$ cat config.mk
export PLATFORM = sky130hd
export DESIGN_NAME = lbi_face
export DESIGN_NICKNAME = d
export VERILOG_FILES = /design/src/lbi_pkg.sv /design/src/lbi_div.sv /design/src/lbi_face.sv
export SDC_FILE = /design/constraint.sdc
export NUM_CORES = 2
export LEC_CHECK = 0
export BUFFER_PORTS_ARGS = -buffer_cell sky130_fd_sc_hd__clkbuf_2
export CAP_MARGIN = 25
export CORE_ASPECT_RATIO = 0.75
export CORE_MARGIN = 2
export CORE_UTILIZATION = 48
export CTS_BUF_LIST = sky130_fd_sc_hd__clkbuf_8
export DETAILED_ROUTE_END_ITERATION = 12
export GPL_ROUTABILITY_DRIVEN = 0
export GPL_TIMING_DRIVEN = 0
export HOLD_SLACK_MARGIN = 0.05
export PLACE_DENSITY = 0.61
export SYNTH_ARGS = -nofsm -noshare
export SYNTH_HDL_FRONTEND = slang
export SYNTH_SLANG_ARGS = --single-unit
$ cat constraint.sdc
create_clock -name aclk -period 8.85 [get_ports aclk]
set_input_delay 2.2125 -clock aclk [delete_from_list [all_inputs] [get_ports aclk]]
set_output_delay 2.2125 -clock aclk [all_outputs]
set_load 0.005 [all_outputs]
$ cat src/lbi_pkg.sv
// ----------------------------------------------------------------------------
// Line/box intersection package
// Shared types, constants and the Q16.16 saturation helper.
// ----------------------------------------------------------------------------
`default_nettype none

package lbi_pkg;

    localparam int DATA_W     = 32;
    localparam int NUM_AXES   = 3;
    localparam int NUM_FACES  = 6;
    localparam int IN_W       = 2 * NUM_AXES * DATA_W;
    localparam int OUT_W      = 8 * DATA_W;

    // Divider: quotient bits resolved per pipeline stage.
    localparam int DIV_BITS   = 32;
    localparam int DIV_RADIX  = 2;
    localparam int DIV_STAGES = DIV_BITS / DIV_RADIX;

    // Face unit latency: operand prep, divider stages, sign and saturate.
    localparam int FACE_LAT   = DIV_STAGES + 2;

    // Valid line: input stage, face units, product, coordinate, face test.
    localparam int PIPE_DEPTH = 1 + FACE_LAT + 3;

    localparam int CFG_IDX_W  = 3;
    localparam int TOL_W      = 31;

    localparam logic [CFG_IDX_W-1:0] REG_X_LOW  = 3'd0;
    localparam logic [CFG_IDX_W-1:0] REG_X_HIGH = 3'd1;
    localparam logic [CFG_IDX_W-1:0] REG_Y_LOW  = 3'd2;
    localparam logic [CFG_IDX_W-1:0] REG_Y_HIGH = 3'd3;
    localparam logic [CFG_IDX_W-1:0] REG_Z_LOW  = 3'd4;
    localparam logic [CFG_IDX_W-1:0] REG_Z_HIGH = 3'd5;
    localparam logic [CFG_IDX_W-1:0] REG_TOL    = 3'd6;

    typedef logic signed [DATA_W-1:0] q_t;

    localparam q_t Q_MAX = {1'b0, {(DATA_W-1){1'b1}}};
    localparam q_t Q_MIN = {1'b1, {(DATA_W-1){1'b0}}};
    localparam q_t Q_ONE = 32'sd65536;

    // Box configuration as seen by the pipeline stages.
    typedef struct packed {
        logic [NUM_AXES-1:0][DATA_W-1:0] lo;
        logic [NUM_AXES-1:0][DATA_W-1:0] hi;
        logic [TOL_W-1:0]                tol;
    } box_t;

    function automatic q_t sat32(input logic signed [48:0] v);
        q_t res;
        if (v > 49'sd2147483647) begin
            res = Q_MAX;
        end else if (v < -49'sd2147483648) begin
            res = Q_MIN;
        end else begin
            res = q_t'(v[DATA_W-1:0]);
        end
        return res;
    endfunction

endpackage

`default_nettype wire

$ cat src/lbi_div.sv
// ----------------------------------------------------------------------------
// Pipelined restoring divider
// Unsigned 32-bit quotient, a fixed number of quotient bits per stage.
// ----------------------------------------------------------------------------
`default_nettype none

module lbi_div (
    input  wire logic        aclk,
    input  wire logic        en,
    input  wire logic [31:0] rem_i,   // upper dividend bits, below the divisor
    input  wire logic [31:0] low_i,   // lower dividend bits, shifted in
    input  wire logic [31:0] den_i,
    input  wire logic        neg_i,
    input  wire logic        ovf_i,
    output logic      [31:0] q_o,
    output logic             neg_o,
    output logic             ovf_o
);

    localparam int NS = lbi_pkg::DIV_STAGES;

    logic [31:0] rem_reg [NS];
    logic [31:0] wq_reg  [NS];
    logic [31:0] den_reg [NS];
    logic        neg_reg [NS];
    logic        ovf_reg [NS];

    function automatic logic [63:0] div_step(input logic [31:0] r_in,
                                             input logic [31:0] w_in,
                                             input logic [31:0] den);
        logic [31:0] r;
        logic [31:0] w;
        logic [32:0] trial;
        r = r_in;
        w = w_in;
        for (int i = 0; i < lbi_pkg::DIV_RADIX; i++) begin
            trial = {r, w[31]};
            w     = {w[30:0], 1'b0};
            if (trial >= {1'b0, den}) begin
                r    = 32'(trial - {1'b0, den});
                w[0] = 1'b1;
            end else begin
                r = trial[31:0];
            end
        end
        return {r, w};
    endfunction

    for (genvar k = 0; k < NS; k++) begin : g_stage
        logic [31:0] r_in;
        logic [31:0] w_in;
        logic [31:0] d_in;
        logic        n_in;
        logic        o_in;
        logic [63:0] step;

        if (k == 0) begin : g_first
            assign r_in = rem_i;
            assign w_in = low_i;
            assign d_in = den_i;
            assign n_in = neg_i;
            assign o_in = ovf_i;
        end else begin : g_next
            assign r_in = rem_reg[k-1];
            assign w_in = wq_reg[k-1];
            assign d_in = den_reg[k-1];
            assign n_in = neg_reg[k-1];
            assign o_in = ovf_reg[k-1];
        end

        assign step = div_step(r_in, w_in, d_in);

        always_ff @(posedge aclk) begin
            if (en) begin
                rem_reg[k] <= step[63:32];
                wq_reg[k]  <= step[31:0];
                den_reg[k] <= d_in;
                neg_reg[k] <= n_in;
                ovf_reg[k] <= o_in;
            end
        end
    end

    assign q_o   = wq_reg[NS-1];
    assign neg_o = neg_reg[NS-1];
    assign ovf_o = ovf_reg[NS-1];

endmodule

`default_nettype wire

$ cat src/lbi_face.sv
// ----------------------------------------------------------------------------
// Face parameter unit
// Solves t = ((bound - s) * 2^16) / d for one face plane, saturated.
// ----------------------------------------------------------------------------
`default_nettype none

module lbi_face (
    input  wire logic               aclk,
    input  wire logic               en,
    input  wire logic signed [31:0] s_a,
    input  wire logic signed [31:0] d_a,
    input  wire logic signed [31:0] bound,
    output lbi_pkg::q_t             t
);

    logic signed [32:0] diff;
    logic        [32:0] diff_mag;
    logic        [31:0] den_mag;
    logic        [16:0] num_hi;

    logic [31:0] rem0_reg;
    logic [31:0] low_reg;
    logic [31:0] den_reg;
    logic        neg_reg;
    logic        ovf_reg;

    logic [31:0] q;
    logic        q_neg;
    logic        q_ovf;
    lbi_pkg::q_t t_next;
    lbi_pkg::q_t t_reg;

    // The numerator is |bound - s| shifted up by the fraction width.
    // A quotient of 2^32 or more shows already in its top 17 bits.
    assign diff     = {bound[31], bound} - {s_a[31], s_a};
    assign diff_mag = diff[32] ? 33'(-diff) : 33'(diff);
    assign den_mag  = d_a[31] ? 32'(-d_a) : 32'(d_a);
    assign num_hi   = diff_mag[32:16];

    always_ff @(posedge aclk) begin
        if (en) begin
            rem0_reg <= {15'b0, num_hi};
            low_reg  <= {diff_mag[15:0], 16'b0};
            den_reg  <= den_mag;
            neg_reg  <= diff[32] ^ d_a[31];
            ovf_reg  <= ({15'b0, num_hi} >= den_mag);
        end
    end

    lbi_div u_div (
        .aclk  (aclk),
        .en    (en),
        .rem_i (rem0_reg),
        .low_i (low_reg),
        .den_i (den_reg),
        .neg_i (neg_reg),
        .ovf_i (ovf_reg),
        .q_o   (q),
        .neg_o (q_neg),
        .ovf_o (q_ovf)
    );

    always_comb begin
        if (q_ovf || q[31]) begin
            t_next = q_neg ? lbi_pkg::Q_MIN : lbi_pkg::Q_MAX;
        end else if (q_neg) begin
            t_next = lbi_pkg::q_t'(-{1'b0, q[30:0]});
        end else begin
            t_next = lbi_pkg::q_t'(q);
        end
    end

    always_ff @(posedge aclk) begin
        if (en) begin
            t_reg <= t_next;
        end
    end

    assign t = t_reg;

endmodule

`default_nettype wire

## After elaboration in Yosys (flattened, before gate mapping)

Memory sizes are Yosys's and may differ from the RTL's.
Index checks and enable logic that the tools add are counted.

| cells by class | value |
|---|---|
| add/subtract/negate cells | 36 |
| multiply operators | 0 |
| divide/modulo/power cells | 0 |
| $lt $le $gt $ge | 33 |
| eq/ne operators | 0 |
| shift-type cells | 0 |
| mux-type cells | 71 |
| bitwise gates (word level) | 1 |
| reductions and logical operators | 1 |

Operators with widths:

| kind | number |
|---|---|
| $mux W32 | 36 |
| $ge A33 B32 Y1 | 31 |
| $sub A32 B32 Y32 | 31 |
| $mux W1 | 34 |
| $mux W33 | 1 |
| $neg A33 Y33 | 1 |
| $sub A32 B32 Y33 | 1 |
| $ge A17 B32 Y1 | 1 |
| $ge A18 B32 Y1 | 1 |
| $neg A31 Y32 | 1 |
| $neg A32 Y32 | 1 |
| $sub A18 B32 Y32 | 1 |
| $logic_or A1 B1 Y1 | 1 |
| $xor A1 B1 Y1 | 1 |

| storage, ports and cells | value |
|---|---|
| bits in registers | 99 |
| bits in latches | 0 |
| bits in writable memories | 1568 |
| ROM bits | 0 |
| input bits | 98 |
| word-level logic and storage cells | 153 |
| memories kept | 5 |

Memory list:

| memory | words | bits a word | rd ports | clocked after Yosys merged registers in | wr ports | line | text |
|---|---|---|---|---|---|---|---|
| u_div.den_reg | 16 | 32 | 15 | 0 | 16 | lbi_div.sv:24 | `logic [31:0] den_reg [NS];` |
| u_div.rem_reg | 16 | 32 | 15 | 0 | 16 | lbi_div.sv:22 | `logic [31:0] rem_reg [NS];` |
| u_div.wq_reg | 16 | 32 | 16 | 0 | 16 | lbi_div.sv:23 | `logic [31:0] wq_reg [NS];` |
| u_div.neg_reg | 16 | 1 | 16 | 0 | 16 | lbi_div.sv:25 | `logic neg_reg [NS];` |
| u_div.ovf_reg | 16 | 1 | 16 | 0 | 16 | lbi_div.sv:26 | `logic ovf_reg [NS];` |

## Longest topological paths before layout

An unclocked memory read counts as a cell.

| depth | value |
|---|---|
| word-level depth | 5 |
| depth in mapped cells | 31 |

## Cells and area by module

Synthesis repeated with hierarchy kept, for this count alone.

| second synthesis, totals | value |
|---|---|
| cell total of the unflattened synthesis | 11064 |
| area, all modules | 114761.3 um^2 |

Modules (own cells, without submodules):

| module | times used | cells each | area an instance (um^2) | sequential area each (um^2) |
|---|---|---|---|---|
| lbi_div | 1 | 10162 | 106648.5 | 45163.3 |
| lbi_face | 1 | 902 | 8112.8 | 2972.9 |

## Least setup slack after synthesis

OpenSTA, ideal clock, no wires.

| timing path | value |
|---|---|
| kind | in2reg |
| start point | input s_a[13] |
| end point | register ovf_reg (data pin) |
| setup time | 260 ps |
| arrival | 6750 ps |
| required time | 8590 ps |
| slack | 1840 ps |
| cell stages on the path | 28 |
| buffers on the path | 2 |
| cells stage by stage | inv_1 ha_1 clkbuf_1 o21ai_0 a221oi_1 o2111ai_1 a32o_1 o21ba_2 a21oi_1 a21oi_1 nor2b_1 o21ai_1 a31oi_2 buf_2 a21oi_1 xnor2_1 ha_1 a21o_1 a21o_1 a21o_1 a21o_1 a21o_1 a21oi_1 nor2b_1 o2111ai_1 a31oi_1 nor4_1 nor2_1 |

| on the way | value |
|---|---|
| longest elaborated chain between the ends | 4 |

Ends and longest elaborated chain:

| item | line | text |
|---|---|---|
| start, declared | lbi_face.sv:10 | `input wire logic signed [31:0] s_a,` |
| $sub A32 B32 Y33 * | lbi_face.sv:35 | `assign diff = {bound[31], bound} - {s_a[31], s_a};` |
| $neg A33 Y33 | lbi_face.sv:36 | `assign diff_mag = diff[32] ? 33'(-diff) : 33'(diff);` |
| $mux W33 * | lbi_face.sv:36 |  |
| net diff_mag[17] | lbi_face.sv:17 | `logic [32:0] diff_mag;` |
| $ge A17 B32 Y1 * | lbi_face.sv:46 | `ovf_reg <= ({15'b0, num_hi} >= den_mag);` |
| end signal, assigned | lbi_face.sv:46 |  |
| end, declared | lbi_face.sv:25 | `logic ovf_reg;` |

Mark *: on every way through the listed nets, which the timed path passes. The rest lies on a longest branch.
A chain may end at the register's enable or synchronous reset.

==> summary.txt <==
total grt overflow: 0
actual slew at the worst max-slew pin: 1.138 ns
syn nets: 11870
Final Hold Viols: 0
vias in the first global route: 79440
via count: 85640
TritonCTS clock tree: done
Final Slew Violations: 0
DRC: 0
Util after Layout: 52.73%
final number of setup-violating endpoints: 0
Setup CP Type: flip-flop to flip-flop
non-filler cells, final: 14220
Netlist cell types: 112
initial antenna violation count: 14
CP max stage delay: 0.63 ns
synthesis-to-layout area growth: 8.836%
worst min path class: flip-flop to flip-flop
H-Tree Level Count: 4
crit-path max FO: 10
effective utilization at floorplan: 48.45%
CTS hold repair buffers: 0
Worst Hold Path Cells: 0
GRT Total Usage: 27.27%
Crit Reg-Reg Startpoint: u_div.den_reg[6][9]
WL/cell: 22.33 microns
clk sinks: 1419
pin count of the biggest net entering global routing: 124
Pre-Repair DR Iteration Count: 6
R2R cell count: 29
fmax: 118.3 MHz
Startpoint Class: flip-flop
max_slew headroom: 22.17%
antenna-violating nets left: 0
GR Util met2: 36.91%
Die ar.: 226400 sq um
clk slew on worst S/H paths: 0.07 ns
PortBufs: 128
status: complete, no violations
fin crit period: 8.451 ns
reg2reg setup slack: 0.40 ns
number of CTS-inserted buffers: 234
post-CTS setup buffers: 0
Required @ worst endpoint: 9.58 ns
vias per cell: 6.024
slowest stage cell, crit path: edfxtp_1
post-DP HPWL: 254.4 mm
sequential fraction of the synthesis area: 39.88%
Ys Warns: 0
Die Wd: 548.8 microns
Final Cycle Share: 95.49%
total wire length: 317.4 mm
Layout Nets: 12250
Max Cap Violations: 0
Clock Root Buffer: clkbuf_8
worst-skew pair later-pin latency: 1.04 ns
fillers: 19500
CORE AREA: 220500 sq um
mean post-synth cell area: 9.993 sq um
Worst Hold Launch: u_div.wq_reg[1][2]
GRT Max-Usage Layer: met1
Syn Inst Count: 10690
Clock Tree Buf Depth: 4
ys flop type: edfxtp_1
CP startpoint: u_div.den_reg[6][9]
fraction of registers with async set/reset: 0%
met3 Track Usage GR: 6.238%
RSZ-0062 raised after global routing: no
met1 Use GR: 42.88%
mapped cell area: 106900 sq um
I/O Pins: 130
first-pass GRT wire length: 477.0 mm
Crit. End Element: flip-flop
Rows: 149
Fin Setup TNS: 0 ns
Post-Place Worst Slack: 0.1837 ns
Yosys reg bits: 1419
Die Y: 412.6 microns
Initial DRC Count: 9458
critical path arrival: 9.18 ns
share of layout cells above drive strength 1: 8.344%
Final WS setup: 0.3989 ns
placed insts: 13780
EDFF count, synth: 1419
Max Clock Skew: 0.09801 ns
==> path summary, 6_finish.rpt <==
kind / to
max: u_div.rem_reg[0][249]
min: u_div.wq_reg[1][36]
max reg2reg: u_div.rem_reg[0][249]
min reg2reg: u_div.wq_reg[1][36]
==> cells by family after synthesis <==
kind of cell	count (synthesis)	synth area share, %
adders and majority gates	1079	12.81
DFF	1419	39.88
buffers and inverters	1079	3.927
and+or+nand+nor	2483	11.11
muxes	530	5.653
xor gates and xnor gates	925	7.589
AOI/OAI and AO/OA	3178	19.03
==> through the flow <==
stage	instance area (sq um)	hold slack (ns)
2_1_floorplan	106900	0.4003
3_3_place_gp	111200	0.4003
3_5_place_dp	111600	0.4045
4_1_cts	116200	0.3395
5_1_grt	116300	0.3445
6_report	116300	0.3496
==> layer usage <==
| layer | share of wire [%] | wire length, microns |
|---|---|---|
| met5 | 0.12 | 366 |
| met4 | 2.4 | 7709 |
| met3 | 11 | 33650 |
| met2 | 38 | 121900 |
| met1 | 48 | 153700 |
==> critical path: cells and delay by family, from the launching register on <==
kind            cells  cell delay [ns]
compound gates     12             3.71
simple gates        9             1.31
buf+inv             5             1.30
fa+ha+maj           2             0.73
flops               1             0.63
mux                 1             0.46
==> cells in the mapped netlist, drive strengths merged (38+ instances only) <==
cell type / count / area [sq um]
mux2: 498 / 5720
and2: 43 / 269.0
buf: 73 / 417.9
nor3: 179 / 917.1
nand2b: 120 / 750.7
and3: 92 / 580.6
nor2b: 120 / 750.7
o21bai: 155 / 1164
o21ai: 707 / 3565
a21boi: 38 / 296.5
a31oi: 92 / 613.1
nand3: 161 / 805.8
xnor2: 646 / 5658
or3: 52 / 325.3
o21a: 134 / 1007
a21oi: 965 / 4845
a211oi: 81 / 640.6
clkbuf: 143 / 536.8
ha: 1054 / 13190
o31ai: 68 / 515.5
edfxtp: 1419 / 42610
a21o: 527 / 3956
nand4: 122 / 763.2
xor2: 279 / 2451
nor2: 627 / 2354
inv: 861 / 3234
nor4: 41 / 269.0
nand2: 773 / 2902
==> layout by cell type (no fill, tap or decap), types with 32 or more instances in the layout <==
| master | instances |
|---|---|
| or3_1 | 52 |
| nor3_1 | 176 |
| clkbuf_1 | 138 |
| ha_1 | 1054 |
| buf_2 | 46 |
| nand4_1 | 122 |
| o211ai_1 | 36 |
| o221ai_1 | 37 |
| mux2_1 | 212 |
| nand2b_1 | 120 |
| o21a_1 | 133 |
| nand3_1 | 161 |
| xor2_1 | 278 |
| clkinv_1 | 49 |
| nand2_1 | 773 |
| o21ai_1 | 86 |
| and2_1 | 43 |
| o21ai_0 | 614 |
| or2_2 | 33 |
| edfxtp_1 | 1419 |
| nor4_1 | 39 |
| clkbuf_2 | 133 |
| mux2_2 | 256 |
| inv_1 | 915 |
| o31ai_1 | 66 |
| mux2i_1 | 32 |
| a31oi_1 | 86 |
| o21bai_1 | 155 |
| clkbuf_8 | 238 |
| xnor2_1 | 646 |
| nor2_1 | 626 |
| nor2b_1 | 120 |
| and3_1 | 91 |
| a21oi_1 | 960 |
| a21o_1 | 527 |
| a211oi_1 | 76 |
==> what timing repair did <==
action                                 CTS  global route
setup endpoints to repair                0            70
endpoints found under the hold margin    0             0
gates resized for setup                  0            17
==> final cells by class <==
type | instances | area, sq um | area share [%]
clock inverter | 181 | 1379 | 1.186
clock buffer | 237 | 3262 | 2.805
multi-input combinational | 8195 | 60080 | 51.66
timing repair buffer | 143 | 1037 | 0.8919
sequential | 1419 | 42610 | 36.64
inverter | 863 | 3242 | 2.788
tap | 2944 | 3684 | 3.167
antenna | 18 | 45.04 | 0.03873
buffer | 216 | 962.2 | 0.8273
Power is left out: the tool's default activity adds up to more than one toggle a clock period on the data nets, which glitch-free logic cannot reach.
